### src/rtl/cats_pkg.sv
// Shared types and constants of the cache tag directory.
package cats_pkg;

	localparam int HITS_W    = 16;
	localparam int LINE_O_W  = 3;
	localparam int ETAG_W    = 6;
	localparam int WAYS_W    = 2;

	typedef logic [HITS_W-1:0] hits_t;

	typedef enum logic [1:0] {
		UPD_NONE,
		UPD_HIT,
		UPD_FILL
	} upd_op_t;

	typedef enum logic [2:0] {
		ST_IDLE,
		ST_DIV,
		ST_BASE,
		ST_LAUNCH,
		ST_SEARCH,
		ST_UPDATE
	} state_t;

	// search record flags carried from cell to cell
	typedef struct packed {
		logic hit;
		logic seen;
		logic vvalid;
	} srch_flags_t;

endpackage

### src/rtl/cats_if.sv
// Handshake channels: request address, response, associativity write.
interface cats_req_if #(parameter int AW = 8);
	logic          valid;
	logic          ready;
	logic [AW-1:0] address;
	modport source (output valid, output address, input ready);
	modport sink   (input valid, input address, output ready);
endinterface

interface cats_rsp_if;
	import cats_pkg::*;
	logic                valid;
	logic                ready;
	logic                hit;
	logic                replaced;
	logic [LINE_O_W-1:0] line_index;
	logic [ETAG_W-1:0]   evicted_tag;
	modport source (output valid, output hit, output replaced, output line_index,
		output evicted_tag, input ready);
	modport sink   (input valid, input hit, input replaced, input line_index,
		input evicted_tag, output ready);
endinterface

interface cats_cfg_if;
	import cats_pkg::*;
	logic              valid;
	logic              ready;
	logic [WAYS_W-1:0] ways_log2;
	modport source (output valid, output ways_log2, input ready);
	modport sink   (input valid, input ways_log2, output ready);
endinterface

### src/rtl/cats_cell.sv
// One cache line: tag, valid, hit count, plus one step of the set search.
module cats_cell #(
	parameter int LINES = 8,
	parameter int TAG_W = 6,
	parameter int IDX   = 0
) (
	input  logic                       clk,
	input  logic                       arst_n,
	input  logic                       clr,
	input  cats_pkg::upd_op_t          upd_op,
	input  logic [$clog2(LINES)-1:0]   upd_line,
	input  logic [TAG_W-1:0]           upd_tag,
	input  logic [$clog2(LINES+1)-1:0] base,
	input  logic [$clog2(LINES+1)-1:0] lim,
	input  logic [TAG_W-1:0]           tag,
	input  logic                       tok_in,
	input  cats_pkg::srch_flags_t      fl_in,
	input  logic [$clog2(LINES)-1:0]   line_in,
	input  logic [$clog2(LINES)-1:0]   vidx_in,
	input  cats_pkg::hits_t            vhits_in,
	input  logic [TAG_W-1:0]           vtag_in,
	output logic                       tok_out,
	output cats_pkg::srch_flags_t      fl_out,
	output logic [$clog2(LINES)-1:0]   line_out,
	output logic [$clog2(LINES)-1:0]   vidx_out,
	output cats_pkg::hits_t            vhits_out,
	output logic [TAG_W-1:0]           vtag_out
);
	import cats_pkg::*;

	localparam int IDX_W = $clog2(LINES);
	localparam int CNT_W = $clog2(LINES+1);
	localparam logic [IDX_W-1:0] MY_IDX = IDX_W'(IDX);
	localparam logic [CNT_W-1:0] MY_POS = CNT_W'(IDX);

	logic             valid_q;
	hits_t            hits_q;
	logic [TAG_W-1:0] tag_q;

	logic             tok_q;
	srch_flags_t      fl_q;
	logic [IDX_W-1:0] line_q;
	logic [IDX_W-1:0] vidx_q;
	hits_t            vhits_q;
	logic [TAG_W-1:0] vtag_q;

	logic             in_set;
	logic             mine;
	srch_flags_t      fl_n;
	logic [IDX_W-1:0] line_n;
	logic [IDX_W-1:0] vidx_n;
	hits_t            vhits_n;
	logic [TAG_W-1:0] vtag_n;

	assign in_set = (MY_POS >= base) && (MY_POS < lim);
	assign mine   = (upd_line == MY_IDX);

	always_comb begin
		fl_n    = fl_in;
		line_n  = line_in;
		vidx_n  = vidx_in;
		vhits_n = vhits_in;
		vtag_n  = vtag_in;
		if (in_set) begin
			if (!fl_in.hit && valid_q && (tag_q == tag)) begin
				fl_n.hit = 1'b1;
				line_n   = MY_IDX;
			end
			// strict less-than keeps the lowest index on ties
			if (!fl_in.seen || (hits_q < vhits_in)) begin
				fl_n.seen   = 1'b1;
				fl_n.vvalid = valid_q;
				vidx_n      = MY_IDX;
				vhits_n     = hits_q;
				vtag_n      = tag_q;
			end
		end
	end

	always_ff @(posedge clk or negedge arst_n) begin
		if (!arst_n) begin
			valid_q <= 1'b0;
			hits_q  <= '0;
		end else if (clr) begin
			valid_q <= 1'b0;
			hits_q  <= '0;
		end else if (mine) begin
			case (upd_op)
				UPD_HIT: begin
					if (hits_q != '1)
						hits_q <= hits_q + hits_t'(1);
				end
				UPD_FILL: begin
					valid_q <= 1'b1;
					hits_q  <= hits_t'(1);
				end
				default: ;
			endcase
		end
	end

	always_ff @(posedge clk) begin
		if (mine && (upd_op == UPD_FILL))
			tag_q <= upd_tag;
	end

	always_ff @(posedge clk or negedge arst_n) begin
		if (!arst_n)
			tok_q <= 1'b0;
		else
			tok_q <= tok_in;
	end

	always_ff @(posedge clk) begin
		if (tok_in) begin
			fl_q    <= fl_n;
			line_q  <= line_n;
			vidx_q  <= vidx_n;
			vhits_q <= vhits_n;
			vtag_q  <= vtag_n;
		end
	end

	assign tok_out   = tok_q;
	assign fl_out    = fl_q;
	assign line_out  = line_q;
	assign vidx_out  = vidx_q;
	assign vhits_out = vhits_q;
	assign vtag_out  = vtag_q;

endmodule

### src/rtl/cats_div.sv
// Restoring divider: splits the block number into set index and tag.
module cats_div #(
	parameter int LINES = 8,
	parameter int BLK_W = 6
) (
	input  logic                       clk,
	input  logic                       arst_n,
	input  logic                       start,
	input  logic [BLK_W-1:0]           blk,
	input  logic [$clog2(LINES+1)-1:0] sets,
	output logic                       done,
	output logic [BLK_W-1:0]           quo,
	output logic [$clog2(LINES+1)-1:0] rem
);
	localparam int CNT_W  = $clog2(LINES+1);
	localparam int DCNT_W = $clog2(BLK_W+1);

	logic [BLK_W-1:0]  quo_q;
	logic [CNT_W-1:0]  rem_q;
	logic [DCNT_W-1:0] dcnt_q;
	logic [CNT_W:0]    trial;
	logic              ge;

	assign trial = {rem_q, quo_q[BLK_W-1]};
	assign ge    = (trial >= {1'b0, sets});

	always_ff @(posedge clk or negedge arst_n) begin
		if (!arst_n)
			dcnt_q <= '0;
		else if (start)
			dcnt_q <= DCNT_W'(BLK_W);
		else if (dcnt_q != '0)
			dcnt_q <= dcnt_q - DCNT_W'(1);
	end

	always_ff @(posedge clk) begin
		if (start) begin
			quo_q <= blk;
			rem_q <= '0;
		end else if (dcnt_q != '0) begin
			quo_q <= BLK_W'({quo_q, ge});
			rem_q <= ge ? CNT_W'(trial - {1'b0, sets}) : CNT_W'(trial);
		end
	end

	// high in the cycle of the last step
	assign done = (dcnt_q == DCNT_W'(1));
	assign quo  = quo_q;
	assign rem  = rem_q;

endmodule

### src/rtl/configurable_assoc_cache_tag_store_unit.sv
// Steps: accept, BLK_W divider steps, base setup, launch, LINES cell hops, update.
// The update state waits while the response register is still held by the sink.
// A new request is taken only in idle, once the last one has left the update state.
// The divider is bit-serial; the search record walks the row one cell per cycle.
// Reset (arst_n low) and any associativity change clear all lines at once.
// BLK_W = ADDRESS_BITS - OFFSET_BITS, or 1 if that is not positive.
module configurable_assoc_cache_tag_store_unit #(
	parameter int LINES        = 8,
	parameter int ADDRESS_BITS = 8,
	parameter int OFFSET_BITS  = 2
) (
	input  logic       clk,
	input  logic       arst_n,
	cats_cfg_if.sink   cfg,
	cats_req_if.sink   req,
	cats_rsp_if.source rsp
);
	import cats_pkg::*;

	localparam int IDX_W = $clog2(LINES);
	localparam int CNT_W = $clog2(LINES+1);
	localparam int BLK_W = (ADDRESS_BITS > OFFSET_BITS) ? ADDRESS_BITS - OFFSET_BITS : 1;
	localparam int WAYS1 = (2 > LINES) ? LINES : 2;
	localparam int WAYS2 = (4 > LINES) ? LINES : 4;
	localparam int WAYS3 = (8 > LINES) ? LINES : 8;
	localparam int SETS0 = LINES;
	localparam int SETS1 = LINES / WAYS1;
	localparam int SETS2 = LINES / WAYS2;
	localparam int SETS3 = LINES / WAYS3;
	localparam logic [1:0] W_DM = 2'd0;
	localparam logic [1:0] W_2  = 2'd1;
	localparam logic [1:0] W_4  = 2'd2;

	state_t            state_q, state_n;
	logic [WAYS_W-1:0] ways_q;
	logic              clr;

	logic [CNT_W-1:0]  wcnt, sets;
	logic [ADDRESS_BITS+BLK_W-1:0] addr_ext;
	logic [BLK_W-1:0]  blk;
	logic              div_start, div_done;
	logic [BLK_W-1:0]  quo;
	logic [CNT_W-1:0]  rem;
	logic [CNT_W-1:0]  base_q, lim_q;

	logic              launch;
	logic              out_free;
	upd_op_t           upd_op;
	logic [IDX_W-1:0]  upd_line;

	logic [LINES-1:0]  tok;
	srch_flags_t       fl    [LINES];
	logic [IDX_W-1:0]  line  [LINES];
	logic [IDX_W-1:0]  vidx  [LINES];
	hits_t             vhits [LINES];
	logic [BLK_W-1:0]  vtag  [LINES];

	srch_flags_t       fl_fin;
	logic              rsp_valid_q;
	logic              hit_q, repl_q;
	logic [LINE_O_W-1:0] line_q;
	logic [ETAG_W-1:0] etag_q;

	// configuration
	assign clr = cfg.valid && cfg.ready && (cfg.ways_log2 != ways_q);

	always_ff @(posedge clk or negedge arst_n) begin
		if (!arst_n)
			ways_q <= '0;
		else if (cfg.valid && cfg.ready)
			ways_q <= cfg.ways_log2;
	end

	always_comb begin
		case (ways_q)
			W_DM: begin
				wcnt = CNT_W'(1);
				sets = CNT_W'(SETS0);
			end
			W_2: begin
				wcnt = CNT_W'(WAYS1);
				sets = CNT_W'(SETS1);
			end
			W_4: begin
				wcnt = CNT_W'(WAYS2);
				sets = CNT_W'(SETS2);
			end
			default: begin
				wcnt = CNT_W'(WAYS3);
				sets = CNT_W'(SETS3);
			end
		endcase
	end

	// address split
	assign addr_ext = {{BLK_W{1'b0}}, req.address};
	assign blk      = BLK_W'(addr_ext >> OFFSET_BITS);

	cats_div #(
		.LINES (LINES),
		.BLK_W (BLK_W)
	) u_div (
		.clk    (clk),
		.arst_n (arst_n),
		.start  (div_start),
		.blk    (blk),
		.sets   (sets),
		.done   (div_done),
		.quo    (quo),
		.rem    (rem)
	);

	always_ff @(posedge clk) begin
		if (state_q == ST_BASE) begin
			base_q <= CNT_W'(rem * wcnt);
			lim_q  <= CNT_W'(rem * wcnt) + wcnt;
		end
	end

	// control
	always_ff @(posedge clk or negedge arst_n) begin
		if (!arst_n)
			state_q <= ST_IDLE;
		else
			state_q <= state_n;
	end

	assign out_free = !rsp_valid_q || rsp.ready;

	always_comb begin
		state_n = state_q;
		case (state_q)
			ST_IDLE:   if (req.valid) state_n = ST_DIV;
			ST_DIV:    if (div_done) state_n = ST_BASE;
			ST_BASE:   state_n = ST_LAUNCH;
			ST_LAUNCH: state_n = ST_SEARCH;
			ST_SEARCH: if (tok[LINES-1]) state_n = ST_UPDATE;
			ST_UPDATE: if (out_free) state_n = ST_IDLE;
			default:   state_n = ST_IDLE;
		endcase
	end

	assign fl_fin = fl[LINES-1];

	always_comb begin
		req.ready = 1'b0;
		cfg.ready = 1'b1;
		div_start = 1'b0;
		launch    = 1'b0;
		upd_op    = UPD_NONE;
		upd_line  = fl_fin.hit ? line[LINES-1] : vidx[LINES-1];
		case (state_q)
			ST_IDLE: begin
				req.ready = 1'b1;
				div_start = req.valid;
			end
			ST_LAUNCH: launch = 1'b1;
			ST_UPDATE: begin
				if (out_free)
					upd_op = fl_fin.hit ? UPD_HIT : UPD_FILL;
			end
			default: ;
		endcase
	end

	// row of line cells; the search record enters at cell 0
	for (genvar i = 0; i < LINES; i++) begin : g_cell
		logic             tok_i;
		srch_flags_t      fl_i;
		logic [IDX_W-1:0] line_i, vidx_i;
		hits_t            vhits_i;
		logic [BLK_W-1:0] vtag_i;

		if (i == 0) begin : g_head
			assign tok_i   = launch;
			assign fl_i    = '0;
			assign line_i  = '0;
			assign vidx_i  = '0;
			assign vhits_i = '0;
			assign vtag_i  = '0;
		end else begin : g_link
			assign tok_i   = tok[i-1];
			assign fl_i    = fl[i-1];
			assign line_i  = line[i-1];
			assign vidx_i  = vidx[i-1];
			assign vhits_i = vhits[i-1];
			assign vtag_i  = vtag[i-1];
		end

		cats_cell #(
			.LINES (LINES),
			.TAG_W (BLK_W),
			.IDX   (i)
		) u_cell (
			.clk       (clk),
			.arst_n    (arst_n),
			.clr       (clr),
			.upd_op    (upd_op),
			.upd_line  (upd_line),
			.upd_tag   (quo),
			.base      (base_q),
			.lim       (lim_q),
			.tag       (quo),
			.tok_in    (tok_i),
			.fl_in     (fl_i),
			.line_in   (line_i),
			.vidx_in   (vidx_i),
			.vhits_in  (vhits_i),
			.vtag_in   (vtag_i),
			.tok_out   (tok[i]),
			.fl_out    (fl[i]),
			.line_out  (line[i]),
			.vidx_out  (vidx[i]),
			.vhits_out (vhits[i]),
			.vtag_out  (vtag[i])
		);
	end

	// response register
	always_ff @(posedge clk or negedge arst_n) begin
		if (!arst_n)
			rsp_valid_q <= 1'b0;
		else if ((state_q == ST_UPDATE) && out_free)
			rsp_valid_q <= 1'b1;
		else if (rsp.ready)
			rsp_valid_q <= 1'b0;
	end

	always_ff @(posedge clk) begin
		if ((state_q == ST_UPDATE) && out_free) begin
			hit_q  <= fl_fin.hit;
			repl_q <= !fl_fin.hit && fl_fin.vvalid;
			line_q <= LINE_O_W'(upd_line);
			etag_q <= (!fl_fin.hit && fl_fin.vvalid) ? ETAG_W'(vtag[LINES-1]) : '0;
		end
	end

	assign rsp.valid       = rsp_valid_q;
	assign rsp.hit         = hit_q;
	assign rsp.replaced    = repl_q;
	assign rsp.line_index  = line_q;
	assign rsp.evicted_tag = etag_q;

	// checks
	a_tok_single: assert property (@(posedge clk) disable iff (!arst_n)
		$onehot0(tok))
		else $error("more than one search record in the cell row");

	a_tok_state: assert property (@(posedge clk) disable iff (!arst_n)
		(tok != '0) |-> (state_q == ST_SEARCH))
		else $error("search record moving outside the search phase");

	a_upd_in_set: assert property (@(posedge clk) disable iff (!arst_n)
		(upd_op != UPD_NONE) |-> (CNT_W'(upd_line) >= base_q && CNT_W'(upd_line) < lim_q))
		else $error("update targets a line outside the selected set");

	a_rsp_set: assert property (@(posedge clk) disable iff (!arst_n)
		((state_q == ST_UPDATE) && out_free) |=> (rsp.valid && !(rsp.hit && rsp.replaced)))
		else $error("response missing or both hit and replaced");

endmodule
### src/flat_wrapper.sv
// flat-port wrapper written by rule: the top's interface ports become plain ports
module configurable_assoc_cache_tag_store_unit_flat import cats_pkg::*;
#(
	parameter int LINES        = 8,
	parameter int ADDRESS_BITS = 8,
	parameter int OFFSET_BITS  = 2
)
  (clk, arst_n, cfg_valid, cfg_ways_log2, cfg_ready, req_valid, req_address, req_ready, rsp_valid, rsp_hit, rsp_replaced, rsp_line_index, rsp_evicted_tag, rsp_ready);
  cats_cfg_if cfg_i ();
  cats_req_if req_i ();
  cats_rsp_if rsp_i ();
  input  logic clk;
  input  logic arst_n;
  input wire logic [$bits(cfg_i.valid)-1:0] cfg_valid;
  input wire logic [$bits(cfg_i.ways_log2)-1:0] cfg_ways_log2;
  output wire logic [$bits(cfg_i.ready)-1:0] cfg_ready;
  input wire logic [$bits(req_i.valid)-1:0] req_valid;
  input wire logic [$bits(req_i.address)-1:0] req_address;
  output wire logic [$bits(req_i.ready)-1:0] req_ready;
  output wire logic [$bits(rsp_i.valid)-1:0] rsp_valid;
  output wire logic [$bits(rsp_i.hit)-1:0] rsp_hit;
  output wire logic [$bits(rsp_i.replaced)-1:0] rsp_replaced;
  output wire logic [$bits(rsp_i.line_index)-1:0] rsp_line_index;
  output wire logic [$bits(rsp_i.evicted_tag)-1:0] rsp_evicted_tag;
  input wire logic [$bits(rsp_i.ready)-1:0] rsp_ready;
  assign cfg_i.valid = cfg_valid;
  assign cfg_i.ways_log2 = cfg_ways_log2;
  assign cfg_ready = cfg_i.ready;
  assign req_i.valid = req_valid;
  assign req_i.address = req_address;
  assign req_ready = req_i.ready;
  assign rsp_valid = rsp_i.valid;
  assign rsp_hit = rsp_i.hit;
  assign rsp_replaced = rsp_i.replaced;
  assign rsp_line_index = rsp_i.line_index;
  assign rsp_evicted_tag = rsp_i.evicted_tag;
  assign rsp_i.ready = rsp_ready;
  configurable_assoc_cache_tag_store_unit #(.LINES(LINES), .ADDRESS_BITS(ADDRESS_BITS), .OFFSET_BITS(OFFSET_BITS)) u_core (.clk(clk), .arst_n(arst_n), .cfg(cfg_i), .req(req_i), .rsp(rsp_i));
endmodule
### config.mk
export PLATFORM = sky130hd
export DESIGN_NAME = configurable_assoc_cache_tag_store_unit_flat
export DESIGN_NICKNAME = d
export VERILOG_FILES = /design/src/rtl/cats_pkg.sv /design/src/rtl/cats_if.sv /design/src/rtl/cats_cell.sv /design/src/rtl/cats_div.sv /design/src/rtl/configurable_assoc_cache_tag_store_unit.sv /design/src/flat_wrapper.sv
export SDC_FILE = /design/constraint.sdc
export NUM_CORES = 1
export LEC_CHECK = 0
export BUFFER_PORTS_ARGS = -buffer_cell sky130_fd_sc_hd__buf_2
export CAP_MARGIN = 20
export CORE_ASPECT_RATIO = 1.75
export CORE_UTILIZATION = 57
export DETAILED_ROUTE_END_ITERATION = 10
export PLACE_DENSITY = 0.78
export SYNTH_ARGS = -nofsm -noshare
export SYNTH_HDL_FRONTEND = slang
export SYNTH_HIERARCHICAL = 1
export SYNTH_SLANG_ARGS = --single-unit
### constraint.sdc
create_clock -name clk -period 4.13 [get_ports clk]
set_input_delay 0.826 -clock clk [delete_from_list [all_inputs] [get_ports clk]]
set_output_delay 0.826 -clock clk [all_outputs]
set_load 0.05 [all_outputs]
* After elaboration in Yosys (flattened, before gate mapping) *
Index checks and enable logic that the tools add are counted.

word-level totals
  register bits after elaboration = 455
  bits of input ports = 15
  output and inout bits = 14
  logic and storage cells = 414

operators by class
  $add $sub $neg = 11
  multipliers = 1
  order comparisons = 24
  eq/ne operators = 46
  mux-type cells = 145
  reductions and logical operators = 91

operators with widths
  operator                                                                     number
  16-bit 2-to-1 mux                                                            36
  16-bit one-hot mux with 2 select lines                                       8
  16-bit by 1-bit adder with 16-bit output, second input constant              8
  16-bit != test, second input constant                                        8
  3-bit 2-to-1 mux                                                             38
  16-bit less-than comparator                                                  7
  6-bit 2-to-1 mux                                                             16
  6-bit == test                                                                8
  1-bit logical AND                                                            34
  1-bit 2-to-1 mux                                                             32
  3-bit by 2-bit != test with 1-bit output, second input constant              8
  4-bit one-hot mux with 3 select lines                                        2
  3-bit AND reduction                                                          8
  2-bit 2-to-1 mux                                                             11
  2-bit nonzero test                                                           11
  3-bit == test, second input constant                                         6
  3-bit one-hot mux with 6 select lines                                        1
  3-bit by 4-bit >= comparator with 1-bit output, first input constant         4
  1-bit logical NOT                                                            16
  3-bit by 4-bit less-than comparator with 1-bit output, first input constant  4
  2-bit AND reduction                                                          8
  3-bit by 2-bit == test with 1-bit output, second input constant              4
  3-bit by 1-bit == test with 1-bit output, second input constant              3
  1-bit by 4-bit >= comparator with 1-bit output, first input constant         2
  other kinds (19)                                                             35

* Logic depth before layout (Yosys ltp) *
  word-level depth = 8
  mapped depth = 11
  gate-level depth less buffers = 10

* Cells and area by module *
Netlist, hierarchy kept.

by module, submodules not included
  module                                   times used  cells each  area an instance (um2)  sequential area each (um2)
  cats_cell (u_core.g_cell[7].u_cell)      1           425         3902.5                  1561.5
  cats_cell (u_core.g_cell[2].u_cell)      1           319         3240.6                  1561.5
  cats_cell (u_core.g_cell[1].u_cell)      1           249         3032.9                  1561.5
  cats_cell (u_core.g_cell[5].u_cell)      1           249         3029.2                  1561.5
  cats_cell (u_core.g_cell[0].u_cell)      1           240         3019.1                  1561.5
  cats_cell (u_core.g_cell[3].u_cell)      1           248         3001.6                  1561.5
  cats_cell (u_core.g_cell[6].u_cell)      1           241         2960.3                  1561.5
  cats_cell (u_core.g_cell[4].u_cell)      1           231         2855.2                  1561.5
  configurable_assoc_cache_tag_store_unit  1           104         1348.8                  720.7
  cats_div                                 1           70          762.0                   335.3

* Worst setup path before layout *
Ideal clock, no wire load.

  path kind = in2reg
  from = input port rsp_ready
  to = register u_core.g_cell[4].u_cell.hits_q[10]
  setup time = 0.132 ns
  arrival = 3.982 ns
  data required time = 3.998 ns
  setup slack = 0.016 ns
  cell stages on the path = 7
  buffers on the path = 1
  cell sequence = nor2b_1 > nor3_1 > nand2b_1 > nor4b_1 > or2_2 > clkbuf_1 > nor2_1

between the ends
  cells in the longest elaborated chain, start to end = 7
  elaborated cells on any way between the ends = 11
  classes of those cells = eq/ne (3); mux (5); reduce/logical (3)

ends and longest elaborated chain
  item                                                                              RTL line                                        RTL
  start: declaration                                                                flat_wrapper.sv:25                              input wire logic [$bits(rsp_i.ready)-1:0] rsp_ready;
  1-bit logical OR (*)                                                              configurable_assoc_cache_tag_store_unit.sv:128  assign out_free = !rsp_valid_q || rsp.ready;
  2-bit 2-to-1 mux (*)                                                              configurable_assoc_cache_tag_store_unit.sv:159  if (out_free)
  2-bit 2-to-1 mux (*)                                                              configurable_assoc_cache_tag_store_unit.sv:152  case (state_q)
  named net u_core.upd_op[1]                                                        configurable_assoc_cache_tag_store_unit.sv:48   upd_op_t upd_op;
  2-bit == test / 2-bit by 1-bit == test with 1-bit output (equally long branches)  cats_cell.sv:88                                 case (upd_op)
  16-bit one-hot mux with 2 select lines                                            cats_cell.sv:88
  16-bit 2-to-1 mux                                                                 cats_cell.sv:87                                 end else if (mine) begin
  16-bit 2-to-1 mux                                                                 cats_cell.sv:84                                 end else if (clr) begin
  end signal: assignment                                                            cats_cell.sv:91                                 hits_q <= hits_q + hits_t'(1);
  end signal: assignment                                                            cats_cell.sv:95                                 hits_q <= hits_t'(1);
  end: declaration                                                                  cats_cell.sv:37                                 hits_t hits_q;

Mark *: on every way through the listed nets, which the timed path passes. The rest lies on a longest branch. The select of a mux whose other input is x is not followed.
A chain may end at the register's enable or synchronous reset.

* Final worst setup path *
  from = register u_core.state_q[0]
  to = register u_core.g_cell[5].u_cell.hits_q[5]

between the ends
  cells in the longest elaborated chain, start to end = 6
  elaborated cells on any way between the ends = 10
  classes of those cells = eq/ne (4); mux (4); reduce/logical (2)

ends and longest elaborated chain
  item                                                                              RTL line                                        RTL
  start: declaration                                                                configurable_assoc_cache_tag_store_unit.sv:34   state_t state_q, state_n;
  start signal: assignment                                                          configurable_assoc_cache_tag_store_unit.sv:125  state_q <= state_n;
  3-bit == test (*)                                                                 configurable_assoc_cache_tag_store_unit.sv:152
  2-bit 2-to-1 mux (*)                                                              configurable_assoc_cache_tag_store_unit.sv:152
  named net u_core.upd_op[0]                                                        configurable_assoc_cache_tag_store_unit.sv:48
  2-bit == test / 2-bit by 1-bit == test with 1-bit output (equally long branches)  cats_cell.sv:88
  16-bit one-hot mux with 2 select lines                                            cats_cell.sv:88
  16-bit 2-to-1 mux                                                                 cats_cell.sv:87
  16-bit 2-to-1 mux                                                                 cats_cell.sv:84
  end signal: assignment                                                            cats_cell.sv:91
  end signal: assignment                                                            cats_cell.sv:95
  end: declaration                                                                  cats_cell.sv:37

Marked as above.

==> results.sh <==
export IMPL_outcome="finished clean"
export IMPL_timing_hold_ws_ps=272
export IMPL_clkPwrFrac_pct=31.8
export IMPL_drive_gt1_share_pct=14.9
export IMPL_drc=0
export IMPL_leakage_uw=0.0117
export IMPL_min_period_ps=3570
export IMPL_drtIter0Drc=1136
export IMPL_ant_nets=0
export IMPL_finalSetupViolCount=0
export IMPL_n_antenna_cell=0
export IMPL_fill_cells=3388
export IMPL_cp_cell_sequence="nor2b_1 -> nand2_1 -> nor2_1 -> and2_1 -> buf_4 -> nor2b_1 -> nand2_1 -> o211a_1 -> or4_1 -> a21oi_1"
export IMPL_post_cts_buffers=0
export IMPL_swShare_pct=29.7
export IMPL_cts_sinks=461
export IMPL_crit_type="reg -> reg"
export IMPL_period_share_pct=86.3
export IMPL_via_per_inst=6.16
export IMPL_final_cell_mix="edfxtp_1 (304), inv_1 (173), nand2_1 (167), dfrtp_1 (153), nor2_1 (144)"
export IMPL_num_rows=102
export IMPL_max_stage_delay_ps=680
export IMPL_antenna_found_initial=0
export IMPL_track_usage_pct=27.4
export IMPL_internal_power_uw=9480
export IMPL_arrival_ps=4040
export IMPL_ioPinCount=29
export IMPL_cts_tree="done"
export IMPL_comb_power_share_pct=21.2
export IMPL_syn_instance_count=2229
export IMPL_fin_skew_ps=20.0
export IMPL_ir_drop_mv=0.360
export IMPL_nNetsFinal=2487
export IMPL_cp_max_fo=13
export IMPL_numCtsBuffers=43
export IMPL_die_h_um=284
export IMPL_critPathBufInv=1
export IMPL_pwr_share_seq_pct=47.0
export IMPL_holdCritPathClass="in -> async"
export IMPL_detail_route_wl_per_cell_um=21.1
export IMPL_routed_wl_um=61900
export IMPL_max_slew_margin_rel_pct=29.6
export IMPL_cts_max_level=2
export IMPL_die_area_um2=46200
export IMPL_fin_tns_setup_ps=0
export IMPL_initial_core_util_pct=58.1
export IMPL_hold_viol=0
export IMPL_portBuffers=25
export IMPL_cp_end_kind="flop"
export IMPL_cpLargestDelayFamily="simple AND/OR/NAND/NOR gates"
export IMPL_die_w_um=163
export IMPL_cts_hold_buffers=0
export IMPL_yosysWarnings=6
export IMPL_final_common_cell="edfxtp_1"
export IMPL_routabilityCongestion=0.931
export IMPL_drv_slew=0
export IMPL_worstSetupStartpointType="flop"
export IMPL_cp_slowest_cell="and2_1"
export IMPL_root_buffer="clkbuf_16"
export IMPL_avgSynthCellArea_um2=11.6
export IMPL_grt_max_degree=66
export IMPL_drv_cap=0
export IMPL_tightest_slew_ps=1060
export IMPL_rsz0062_at_grt="false"
export IMPL_fmax_mhz=280
export IMPL_gr_total_overflow=0
export IMPL_clkSlewWorstSetupHoldPaths_ps=70
export IMPL_cts_resized=0
export IMPL_crit_required_ps=4600
export IMPL_synth_area_um2=25800
export IMPL_core_um2=44400
export IMPL_area_growth_syn_to_layout_pct=9.82
export IMPL_insertion_delay_ps=570
export IMPL_clock_path_buffers=3
export IMPL_hpwlAfterDp_um=45400
export IMPL_p_switching_uw=4010
export IMPL_num_vias=18085
export IMPL_p_per_area_nw_per_um2=476
export IMPL_drt_pre_antenna_iters=6
export IMPL_grt_pass1_vias=18733
export IMPL_grt_pass1_wl_um=98300
## cell type report
cell class / count / area [um2] / area share (%)
Tap cell: 572 / 716 / 2.52
Clock buffer: 54 / 1190 / 4.19
Timing Repair Buffer: 78 / 567 / 2.00
Multi-Input combinational cell: 1572 / 11800 / 41.8
Inverter: 173 / 649 / 2.29
Sequential cell: 461 / 13000 / 46.0
Clock inverter: 26 / 355 / 1.25
## state kept, by name (all words and copies together), names as in the netlist, 2 cells and up
signal / count
u_core/g_cell.u_cell/line_out: 24
u_core/base_q: 4
u_core/g_cell.u_cell/vhits_out: 112
u_core/u_div/rem: 4
u_core/state_q: 3
u_core/rsp.evicted_tag: 6
u_core/lim_q: 4
u_core/u_div/dcnt_q: 3
u_core/g_cell.u_cell/tok_out: 8
u_core/g_cell.u_cell/fl_out: 23
u_core/g_cell.u_cell/tag_q: 48
u_core/u_div/quo: 6
u_core/g_cell.u_cell/vtag_out: 48
u_core/ways_q: 2
u_core/rsp.line_index: 3
u_core/g_cell.u_cell/vidx_out: 24
u_core/g_cell.u_cell/hits_q: 128
u_core/g_cell.u_cell/valid_q: 8
## metal layers
metal  part of all wire [%]  vias to the layer above  track usage, %
li1                       -                     8373               -
met1                     33                     8947            25.9
met2                     57                      530            53.3
met3                    3.3                      235            3.14
met4                    7.0                        0            18.5
met5                      0                        -               0
## power groups by stage
| stage | Clock (uW) | Combinational, uW | Sequential (uW) |
|---|---|---|---|
| 2_1_floorplan | 0 | 1900 | 6410 |
| 3_3_place_gp | 0 | 2630 | 6410 |
| 3_5_place_dp | 0 | 2750 | 6450 |
| 4_1_cts | 4370 | 2790 | 6370 |
| 5_1_grt | 4540 | 3120 | 6400 |
| 6_report | 4290 | 2860 | 6350 |
## path summary, 6_finish.rpt
check                           cells after the start  slack [ps]                                   to                           startpoint
worst max-delay path                               10         560    u_core/g_cell[5].u_cell/hits_q[5]                    u_core/state_q[0]
worst min-delay path                                1         270   u_core/g_cell[7].u_cell/hits_q[15]                               arst_n
worst max register to register                     10         560    u_core/g_cell[5].u_cell/hits_q[5]                    u_core/state_q[0]
worst min register to register                      1         490  u_core/g_cell[5].u_cell/vidx_out[0]  u_core/g_cell[4].u_cell/vidx_out[0]
max in group asynchronous                           2        2980    u_core/g_cell[0].u_cell/hits_q[5]                               arst_n
min in group clk                                    1         490  u_core/g_cell[5].u_cell/vidx_out[0]  u_core/g_cell[4].u_cell/vidx_out[0]
## stage by stage
step	setup WS, ps	total power, uW	cell area [um2]	std cells	util [%]
finish	564	13500	28400	2936	63.9
global route	369	14100	28400	2936	63.9
CTS	646	13500	28300	2933	63.7
detailed placement	585	9200	26800	2853	60.3
global placement	620	9040	26800	2852	60.3
floorplan	16.1	8320	26000	2275	-
Note: power is estimated with default switching activity, not from simulation.
